**src/rtl/smdsu_pkg.sv**
```systemverilog
// ----------------------------------------------------------------------------
// Arithmetic unit package
// Operation codes, widths and the shared request word for the arithmetic unit.
// ----------------------------------------------------------------------------
`default_nettype none

package smdsu_pkg;

  localparam int unsigned DataW  = 64;
  localparam int unsigned HalfW  = 32;
  localparam int unsigned FuncW  = 3;
  localparam int unsigned QDepth = 4;
  localparam int unsigned QPtrW  = 2;

  // Operation codes.
  localparam logic [FuncW-1:0] FuncAdd   = 3'd0;
  localparam logic [FuncW-1:0] FuncSub   = 3'd1;
  localparam logic [FuncW-1:0] FuncMul32 = 3'd2;
  localparam logic [FuncW-1:0] FuncMul64 = 3'd3;
  localparam logic [FuncW-1:0] FuncDiv32 = 3'd4;
  localparam logic [FuncW-1:0] FuncDiv64 = 3'd5;
  localparam logic [FuncW-1:0] FuncSqrt  = 3'd6;

  // Classified operation kind handed from the front end to the back end.
  typedef enum logic [2:0] {
    KindNone = 3'd0,
    KindAdd  = 3'd1,
    KindMul  = 3'd2,
    KindDiv  = 3'd3,
    KindSqrt = 3'd4
  } kind_e;

  // One classified word between the front end and the back end.
  typedef struct packed {
    kind_e             kind;
    logic              sub;
    logic [DataW-1:0]  a;
    logic [DataW-1:0]  b;
  } req_t;

  // One result word.
  typedef struct packed {
    logic [DataW-1:0] value;
    logic [DataW-1:0] rem;
    logic             dbz;
  } res_t;

endpackage

`default_nettype wire

```
**src/rtl/smdsu_front.sv**
```systemverilog
// ----------------------------------------------------------------------------
// Arithmetic unit front end
// Classifies each accepted word, prepares operands and queues it.
// ----------------------------------------------------------------------------
`default_nettype none

module smdsu_front (
  input  wire logic                          clk_i,
  input  wire logic                          rst_ni,
  input  wire logic                          push_i,
  output logic                               full_o,
  input  wire logic [smdsu_pkg::FuncW-1:0]   func_i,
  input  wire logic [smdsu_pkg::DataW-1:0]   a_i,
  input  wire logic [smdsu_pkg::DataW-1:0]   b_i,
  output logic                               req_valid_o,
  input  wire logic                          req_take_i,
  output smdsu_pkg::req_t                    req_o
);

  smdsu_pkg::req_t                        cls;
  smdsu_pkg::req_t                        mem_q [smdsu_pkg::QDepth];
  logic [smdsu_pkg::QPtrW-1:0]            wp_q, rp_q;
  logic [smdsu_pkg::QPtrW:0]              cnt_q;
  logic                                   wr, rd;
  logic [smdsu_pkg::DataW-1:0]            bs;

  assign bs = {{smdsu_pkg::HalfW{b_i[smdsu_pkg::HalfW-1]}}, b_i[smdsu_pkg::HalfW-1:0]};

  // Classify the operation and narrow the operands.
  always_comb begin
    cls.kind = smdsu_pkg::KindNone;
    cls.sub  = 1'b0;
    cls.a    = a_i;
    cls.b    = b_i;
    case (func_i)
      smdsu_pkg::FuncAdd: cls.kind = smdsu_pkg::KindAdd;
      smdsu_pkg::FuncSub: begin
        cls.kind = smdsu_pkg::KindAdd;
        cls.sub  = 1'b1;
      end
      smdsu_pkg::FuncMul32: begin
        cls.kind = smdsu_pkg::KindMul;
        cls.a    = {{smdsu_pkg::HalfW{a_i[smdsu_pkg::HalfW-1]}}, a_i[smdsu_pkg::HalfW-1:0]};
        cls.b    = bs;
      end
      smdsu_pkg::FuncMul64: begin
        cls.kind = smdsu_pkg::KindMul;
        cls.b    = bs;
      end
      smdsu_pkg::FuncDiv32: begin
        cls.kind = smdsu_pkg::KindDiv;
        cls.b    = bs;
        cls.sub  = 1'b1; // zero divisor returns the dividend
      end
      smdsu_pkg::FuncDiv64: cls.kind = smdsu_pkg::KindDiv;
      smdsu_pkg::FuncSqrt:  cls.kind = smdsu_pkg::KindSqrt;
      default:              cls.kind = smdsu_pkg::KindNone;
    endcase
  end

  assign full_o      = (cnt_q == smdsu_pkg::QPtrW'(0) + (smdsu_pkg::QPtrW+1)'(smdsu_pkg::QDepth));
  assign wr          = push_i && !full_o;
  assign req_valid_o = (cnt_q != '0);
  assign rd          = req_valid_o && req_take_i;
  assign req_o       = mem_q[rp_q];

  // Queue storage.
  always_ff @(posedge clk_i) begin
    if (wr) begin
      mem_q[wp_q] <= cls;
    end
  end

  // Queue pointers.
  always_ff @(posedge clk_i or negedge rst_ni) begin
    if (!rst_ni) begin
      wp_q  <= '0;
      rp_q  <= '0;
      cnt_q <= '0;
    end else begin
      if (wr) wp_q <= wp_q + 1'b1;
      if (rd) rp_q <= rp_q + 1'b1;
      cnt_q <= cnt_q + (smdsu_pkg::QPtrW+1)'(wr) - (smdsu_pkg::QPtrW+1)'(rd);
    end
  end

endmodule

`default_nettype wire

```
**config.mk**
```make
export PLATFORM = sky130hd
export DESIGN_NAME = smdsu_front
export DESIGN_NICKNAME = d
export VERILOG_FILES = /design/src/rtl/smdsu_pkg.sv /design/src/rtl/smdsu_front.sv
export SDC_FILE = /design/constraint.sdc
export NUM_CORES = 1
export LEC_CHECK = 0
export BUFFER_PORTS_ARGS = -buffer_cell sky130_fd_sc_hd__clkbuf_2
export CORE_AREA = 5 5 184 186
export CTS_BUF_LIST = sky130_fd_sc_hd__clkbuf_8
export CTS_CLUSTER_SIZE = 8
export DETAILED_ROUTE_END_ITERATION = 10
export DIE_AREA = 0 0 189 191
export GPL_TIMING_DRIVEN = 0
export HOLD_SLACK_MARGIN = 0.03
export MAX_ROUTING_LAYER = met4
export PLACE_DENSITY = 0.83
export SYNTH_ARGS = -nofsm -noshare
export SYNTH_HDL_FRONTEND = slang
export SYNTH_SLANG_ARGS = --single-unit
```
**constraint.sdc**
```tcl
create_clock -name clk_i -period 8.6 [get_ports clk_i]
set_input_delay 1.29 -clock clk_i [delete_from_list [all_inputs] [get_ports clk_i]]
set_output_delay 1.29 -clock clk_i [all_outputs]
set_load 0.1 [all_outputs]
```
* After elaboration in Yosys (flattened, before gate mapping)
Memory sizes are Yosys's and may differ from the RTL's. Index checks and enable logic that the tools add are counted.
Cells by class: add/subtract/negate cells 4, $mul 0, div/mod/pow operators 0, order comparisons 0, equal/unequal tests 7, shift operators 0, mux-type cells 6, bitwise operators 0, reductions and logical operators 10
Operators by type and width (number):
- $mux W64 | 2
- $eq A3 B3 Y1 const B | 4
- $pmux W3 S4 | 1
- $reduce_or A2 Y1 | 4
- $eq A3 B2 Y1 const B | 2
- $add A2 B1 Y2 const B | 2
- $add A3 B1 Y3 | 1
- $eq A3 B1 Y1 const B | 1
- $logic_not A3 Y1 | 1
- $mux W1 | 3
- $reduce_bool A3 Y1 | 1
- $reduce_or A3 Y1 | 1
- $sub A3 B1 Y3 | 1
- $logic_and A1 B1 Y1 | 2
- $logic_not A1 Y1 | 1
Storage, ports and cells: register bits 7, bits in latches 0, memory bits (writable) 528, memory bits (read-only) 0, input bits 135, output and inout port bits 134, word-level logic and storage cells 31, memories kept 1
Memories:
- mem_q | depth 4, bits a word 132, read ports 1, clocked after Yosys merged registers in 0, wr ports 1, line smdsu_front.sv:21 | smdsu_pkg::req_t mem_q [smdsu_pkg::QDepth];

* Longest topological paths before layout
Gate-level depths: netlist (run 1).
depth in word-level cells 5, depth in mapped cells 9

* Worst setup path before layout (run 1)
OpenSTA, ideal clock, no wires.
path type input port to flip-flop, start input port push_i, end memory mem_q[1][0] (netlist name), enable pin, setup time 0.508 ns, arrival 4.377 ns, required time 8.092 ns, slack 3.716 ns, cell stages on the path 1, cells stage by stage and3_1
On the way: cells in the longest elaborated chain, start to end 3
RTL lines:
- start: declaration | line smdsu_front.sv:10 | input wire logic push_i,
- $logic_and A1 B1 Y1 | line smdsu_front.sv:62 | assign wr = push_i && !full_o;
- $mux W1 | line smdsu_front.sv:69 | if (wr) begin
- $mux W1 (implied by the code) | line smdsu_front.sv:70 | mem_q[wp_q] <= cls;
- end: declaration | line smdsu_front.sv:21
Every way passes these cells.

==> results of run 1 <==
[flip-flops by register name (all words and copies together), names as in the netlist]
| name | cells |
|---|---|
| rp_q | 2 |
| cnt_q | 3 |
| wp_q | 2 |
| mem_q | 528 |
[cells by family after synthesis]
group                      Yosys count
buffers and inverters               84
muxes                              133
and+or+nand+nor                     16
xor gates and xnor gates             6
DFF                                535
adders and majority gates            9
AOI/OAI and AO/OA                   66
[critical path: stages, from the launching register on]
cell	delay (ns)
dfrtp_1	0.33
buf_2	0.23
buf_2	0.35
buf_2	0.37
mux4_2	0.39
clkbuf_2	0.40
[per-stage QoR]
stage	instances	utilization (%)	hold slack, ns	area, um^2
6_report	1678	74.1	0.477	23800
5_1_grt	1678	74.1	0.453	23800
4_1_cts	1675	74.1	0.429	23800
3_5_place_dp	1533	69.4	0.523	22300
3_3_place_gp	1525	68.7	0.482	22100
2_1_floorplan	849	-	0.453	20200
[cell type report]
| class | count | area [um^2] |
|---|---|---|
| fillers | 1804 | 8310 |
| multi-input cells | 230 | 3740 |
| repair buffers | 276 | 1560 |
| flip-flops and latches | 535 | 16000 |
| diodes | 3 | 7.51 |
| inverters | 41 | 154 |
| clock inverters | 55 | 302 |
| well taps | 408 | 510 |
| clock buffers | 87 | 1200 |
| plain buffers | 43 | 307 |
[cell usage after synthesis (all sizes together), types with 2 or more instances]
cell and instances:
a21o 32, and3 4, buf 28, clkbuf 15, dfrtp 7, edfxtp 528, ha 8, inv 41
mux4 132, nand2 2, nor2 2, o21ai 32, or3b 2, xnor2 5
[routing by layer]
layer	vias to the layer above	GRT usage, %
li1	4287	-
met1	5057	30.7
met2	381	37.5
met3	53	5.88
met4	0	6.31
met5	-	-
[how the worst min path moves through the flow]
stage / start / end / slack (ns) / cells past startpoint
after global routing: rst_ni / wp_q[0] / 0.45 / 1
final: rst_ni / wp_q[1] / 0.48 / 1
after floorplan: cnt_q[2] / cnt_q[2] / 0.45 / 1
after global placement: cnt_q[2] / cnt_q[2] / 0.48 / 1
after CTS: rst_ni / cnt_q[0] / 0.43 / 1
after detailed placement: cnt_q[2] / cnt_q[2] / 0.52 / 1
==> results.sh, run 1 <==
export IMPL_grtUsageTotal_pct=23.3
export IMPL_path_max_fanout=10
export IMPL_ios=269
export IMPL_synthFlopType="edfxtp_1"
export IMPL_pre_cts_ws_ns=5.26
export IMPL_synth_edf_count=528
export IMPL_vias=9778
export IMPL_drv_cap=0
export IMPL_grt_pass1_wl_mm=61.2
export IMPL_async_reset_ff_share_pct=1.31
export IMPL_drt_met1_wl_mm=15.9
export IMPL_nets=1356
export IMPL_mostFrequentLayoutCells="528 x edfxtp_1, 268 x clkbuf_2, 132 x mux4_2"
export IMPL_start_util_pct=62.9
export IMPL_synth_compound_area_share_pct=2.25
export IMPL_grt_overflow_total=0
export IMPL_hold_viol_final=0
export IMPL_cts_resized=0
export IMPL_setup_viol=0
export IMPL_clock_sinks=535
export IMPL_cts_inserted_buffers=85
export IMPL_yosysTopAreaCell="edfxtp_1"
export IMPL_reg2reg_from="cnt_q[1]"
export IMPL_netlist_area_um2=20200
export IMPL_htreeDepth=3
export IMPL_post_route_drc_count=0
export IMPL_synth_mux_area_share_pct=14.8
export IMPL_die_h_um=191
export IMPL_period_needed_ns=3.99
export IMPL_clkTransAtPathRegs_ns=0.06
export IMPL_drtIter0Drc=729
export IMPL_num_rows=66
export IMPL_clockBufferDepth=3
export IMPL_synth_top_family_by_area="multiplexers"
export IMPL_cts_tree="done"
export IMPL_antenna_found_initial=3
export IMPL_slew_violations=0
export IMPL_cp_startpoint="rp_q[1]"
export IMPL_clock_latency_ns=0.63
export IMPL_area_delta_synth_final_pct=17.8
export IMPL_rr_endpoint="cnt_q[2]"
export IMPL_endpoint_kind="output port"
export IMPL_worst_slew_pin_slew_ns=0.741
export IMPL_wl_met2_mm=20.5
export IMPL_wl_per_cell_um=23.9
export IMPL_rsz0062_at_grt="false"
export IMPL_synth_area_leaders="edfxtp_1 78%, mux4_2 15%, a21o_2 1.3%"
export IMPL_hold_buffers=0
export IMPL_synth_nets=993
export IMPL_ys_ff_latch=535
export IMPL_drive_gt1_share_pct=45.6
export IMPL_dp_hpwl_mm=25.8
export IMPL_root_buffer="clkbuf_8"
export IMPL_core_um2=32100
export IMPL_crit_required_ns=7.31
export IMPL_r2r_setup_slack_ns=6.09
export IMPL_fin_worst_skew_ns=0.0311
export IMPL_synth_simple_gate_area_share_pct=0.539
export IMPL_port_buffers=268
export IMPL_die_x_um=189
export IMPL_fmax_mhz=250
export IMPL_wl_mm=40.2
export IMPL_reg2reg_depth=9
export IMPL_synth_top_area_share_pct=78.4
export IMPL_critical_path_class="flop to output port"
export IMPL_startpoint_type="flop"
export IMPL_ys_seq_area_share_pct=79.3
export IMPL_highest_signal_layer="met4"
export IMPL_route_met3_wl_mm=3.06
export IMPL_period_share_pct=46.4
export IMPL_cts_setup_buffers=0
export IMPL_cp_endpoint="req_o[106]"
export IMPL_yosysUniqueCellTypes=31
export IMPL_final_setup_worst_slack_ns=4.61
export IMPL_max_slew_margin_pct=50.6
export IMPL_antenna_left=0
export IMPL_dieArea_um2=36100
export IMPL_avgSynthCellArea_um2=23.8
export IMPL_status="complete, no violations"
export IMPL_syn_inst=849
export IMPL_drt_pass1_iter_count=5
export IMPL_grt_pass1_vias=10700
export IMPL_ys_warn_count=0
export IMPL_setup_tns_ns=0
export IMPL_vias_per_cell=5.83
export IMPL_final_common_cell="edfxtp_1"
export IMPL_critical_path_arrival_ns=2.70
export IMPL_yosys_area_share_adder_pct=0.594
export IMPL_hold_class="primary input to asynchronous set/reset pin"
export IMPL_synth_xor_area_share_pct=0.260
export IMPL_grt_max_degree=58
export IMPL_gp_congestion=0.725
Power of run 1 is left out: the tool's default activity adds up to more than one toggle a clock period on the data nets, which glitch-free logic cannot reach.
==> run 2: changes to the inputs <==
Settings changed: CORE_AREA 5 5 184 186 to 5 5 190 192, DIE_AREA 0 0 189 191 to 0 0 195 197, PLACE_DENSITY 0.83 to 0.78.
Clock period 8.6 ns to 4 ns, I/O delays scaled along.
==> results.sh, run 2 (same netlist as run 1, synthesis figures left out) <==
export IMPL_final_common_cell="edfxtp_1"
export IMPL_period_share_pct=82.4
export IMPL_clock_sinks=535
export IMPL_die_h_um=197
export IMPL_regMostFlops="mem_q"
export IMPL_clkTransAtPathRegs_ns=0.06
export IMPL_largest_reg_flops=528
export IMPL_setup_viol=0
export IMPL_vias_per_cell=5.63
export IMPL_slew_violations=0
export IMPL_critical_path_arrival_ns=2.70
export IMPL_port_buffers=268
export IMPL_path_max_fanout=10
export IMPL_start_util_pct=59.1
export IMPL_worst_slew_pin_slew_ns=0.715
export IMPL_period_needed_ns=3.30
export IMPL_cts_tree="done"
export IMPL_grt_pass1_wl_mm=62.6
export IMPL_dpl_cell_area_um2=22400
export IMPL_die_x_um=195
export IMPL_htreeDepth=3
export IMPL_grtUsageTotal_pct=22.2
export IMPL_cts_inserted_buffers=83
export IMPL_endpoint_kind="output port"
export IMPL_drt_pass1_iter_count=5
export IMPL_nFillCells=2148
export IMPL_mostFrequentLayoutCells="528 x edfxtp_1, 268 x clkbuf_2, 132 x mux4_2"
export IMPL_setup_tns_ns=0
export IMPL_rsz0062_at_grt="false"
export IMPL_core_um2=34200
export IMPL_largest_registers="mem_q (528), cnt_q (3)"
export IMPL_timing_hold_ws_ns=0.218
export IMPL_antenna_found_initial=2
export IMPL_max_slew_margin_pct=52.3
export IMPL_vias=9660
export IMPL_gp_congestion=0.741
export IMPL_dieArea_um2=38400
export IMPL_post_route_drc_count=0
export IMPL_antenna_left=0
export IMPL_cts_setup_buffers=0
export IMPL_area_delta_synth_final_pct=17.4
export IMPL_grt_max_degree=58
export IMPL_fmax_mhz=303
export IMPL_drv_cap=0
export IMPL_wl_mm=40.6
export IMPL_hold_class="primary input to flop"
export IMPL_grt_pass1_vias=10700
export IMPL_root_buffer="clkbuf_8"
export IMPL_hold_viol_final=0
export IMPL_critical_path_class="flop to output port"
export IMPL_wl_per_cell_um=23.7
export IMPL_fin_worst_skew_ns=0.0241
export IMPL_nets=1355
export IMPL_status="complete, no violations"
export IMPL_ios=269
export IMPL_dp_hpwl_mm=26.4
export IMPL_grt_overflow_total=0
export IMPL_startpoint_type="flop"
export IMPL_crit_required_ns=3.40
export IMPL_num_rows=68
export IMPL_drtIter0Drc=620
export IMPL_drive_gt1_share_pct=45.0
export IMPL_clock_latency_ns=0.61
export IMPL_clockBufferDepth=3
export IMPL_fin_area_um2=23700
run 2: repair_timing:
| action | in CTS | in global routing |
|---|---|---|
| resized for setup | 0 | 0 |
| hold buffers | 1 | 0 |
| hold endpoints to repair | 7 | 0 |
run 2: per-stage QoR:
| step | setup WS [ns] | cells | utilization (%) |
|---|---|---|---|
| 6_report | 0.705 | 1715 | 69.4 |
| 5_1_grt | 0.575 | 1715 | 69.4 |
| 4_1_cts | 0.624 | 1713 | 69.4 |
| 3_5_place_dp | 1.31 | 1580 | 65.4 |
| 3_3_place_gp | -0.0555 | 1572 | 64.7 |
| 2_1_floorplan | 1.21 | 849 | - |
run 2: worst paths after layout:
check / slack [ns] / startpoint / to / cells past startpoint
max in group asynchronous: 3.46 / rst_ni / cnt_q[2] / 2
hold / removal: 0.22 / b_i[29] / mem_q[3][29] / 1
setup reg to reg: 1.52 / cnt_q[1] / cnt_q[2] / 9
min in group asynchronous: 0.36 / rst_ni / wp_q[0] / 2
hold reg to reg: 0.51 / cnt_q[2] / cnt_q[2] / 1
setup / recovery: 0.70 / rp_q[1] / req_o[117] / 5
run 2: critical path, cell delays in order (launching register included):
cell	delay (ns)
dfrtp_1	0.32
buf_2	0.22
buf_2	0.38
buf_2	0.36
mux4_2	0.39
clkbuf_2	0.39
run 2: per-layer routing:
layer / vias to the layer above / GRT usage [%] / wire length (um)
met4: 0 / 6.78 / 835
met5: - / - / 0
li1: 4273 / - / -
met2: 361 / 35.6 / 21000
met3: 57 / 5.73 / 2870
met1: 4969 / 28.8 / 15900
run 2: cell type report:
class	count	area [um^2]	area share (%)
multi-input combinational	230	3740	15.8
inverter	41	154	0.648
timing repair buffer	277	1570	6.62
clock inverter	47	185	0.780
tap	455	569	2.40
buffer	43	307	1.29
antenna	2	5.00	0.0211
sequential	535	16000	67.5
clock buffer	85	1170	4.93
Power of run 2 is left out for the same reason.
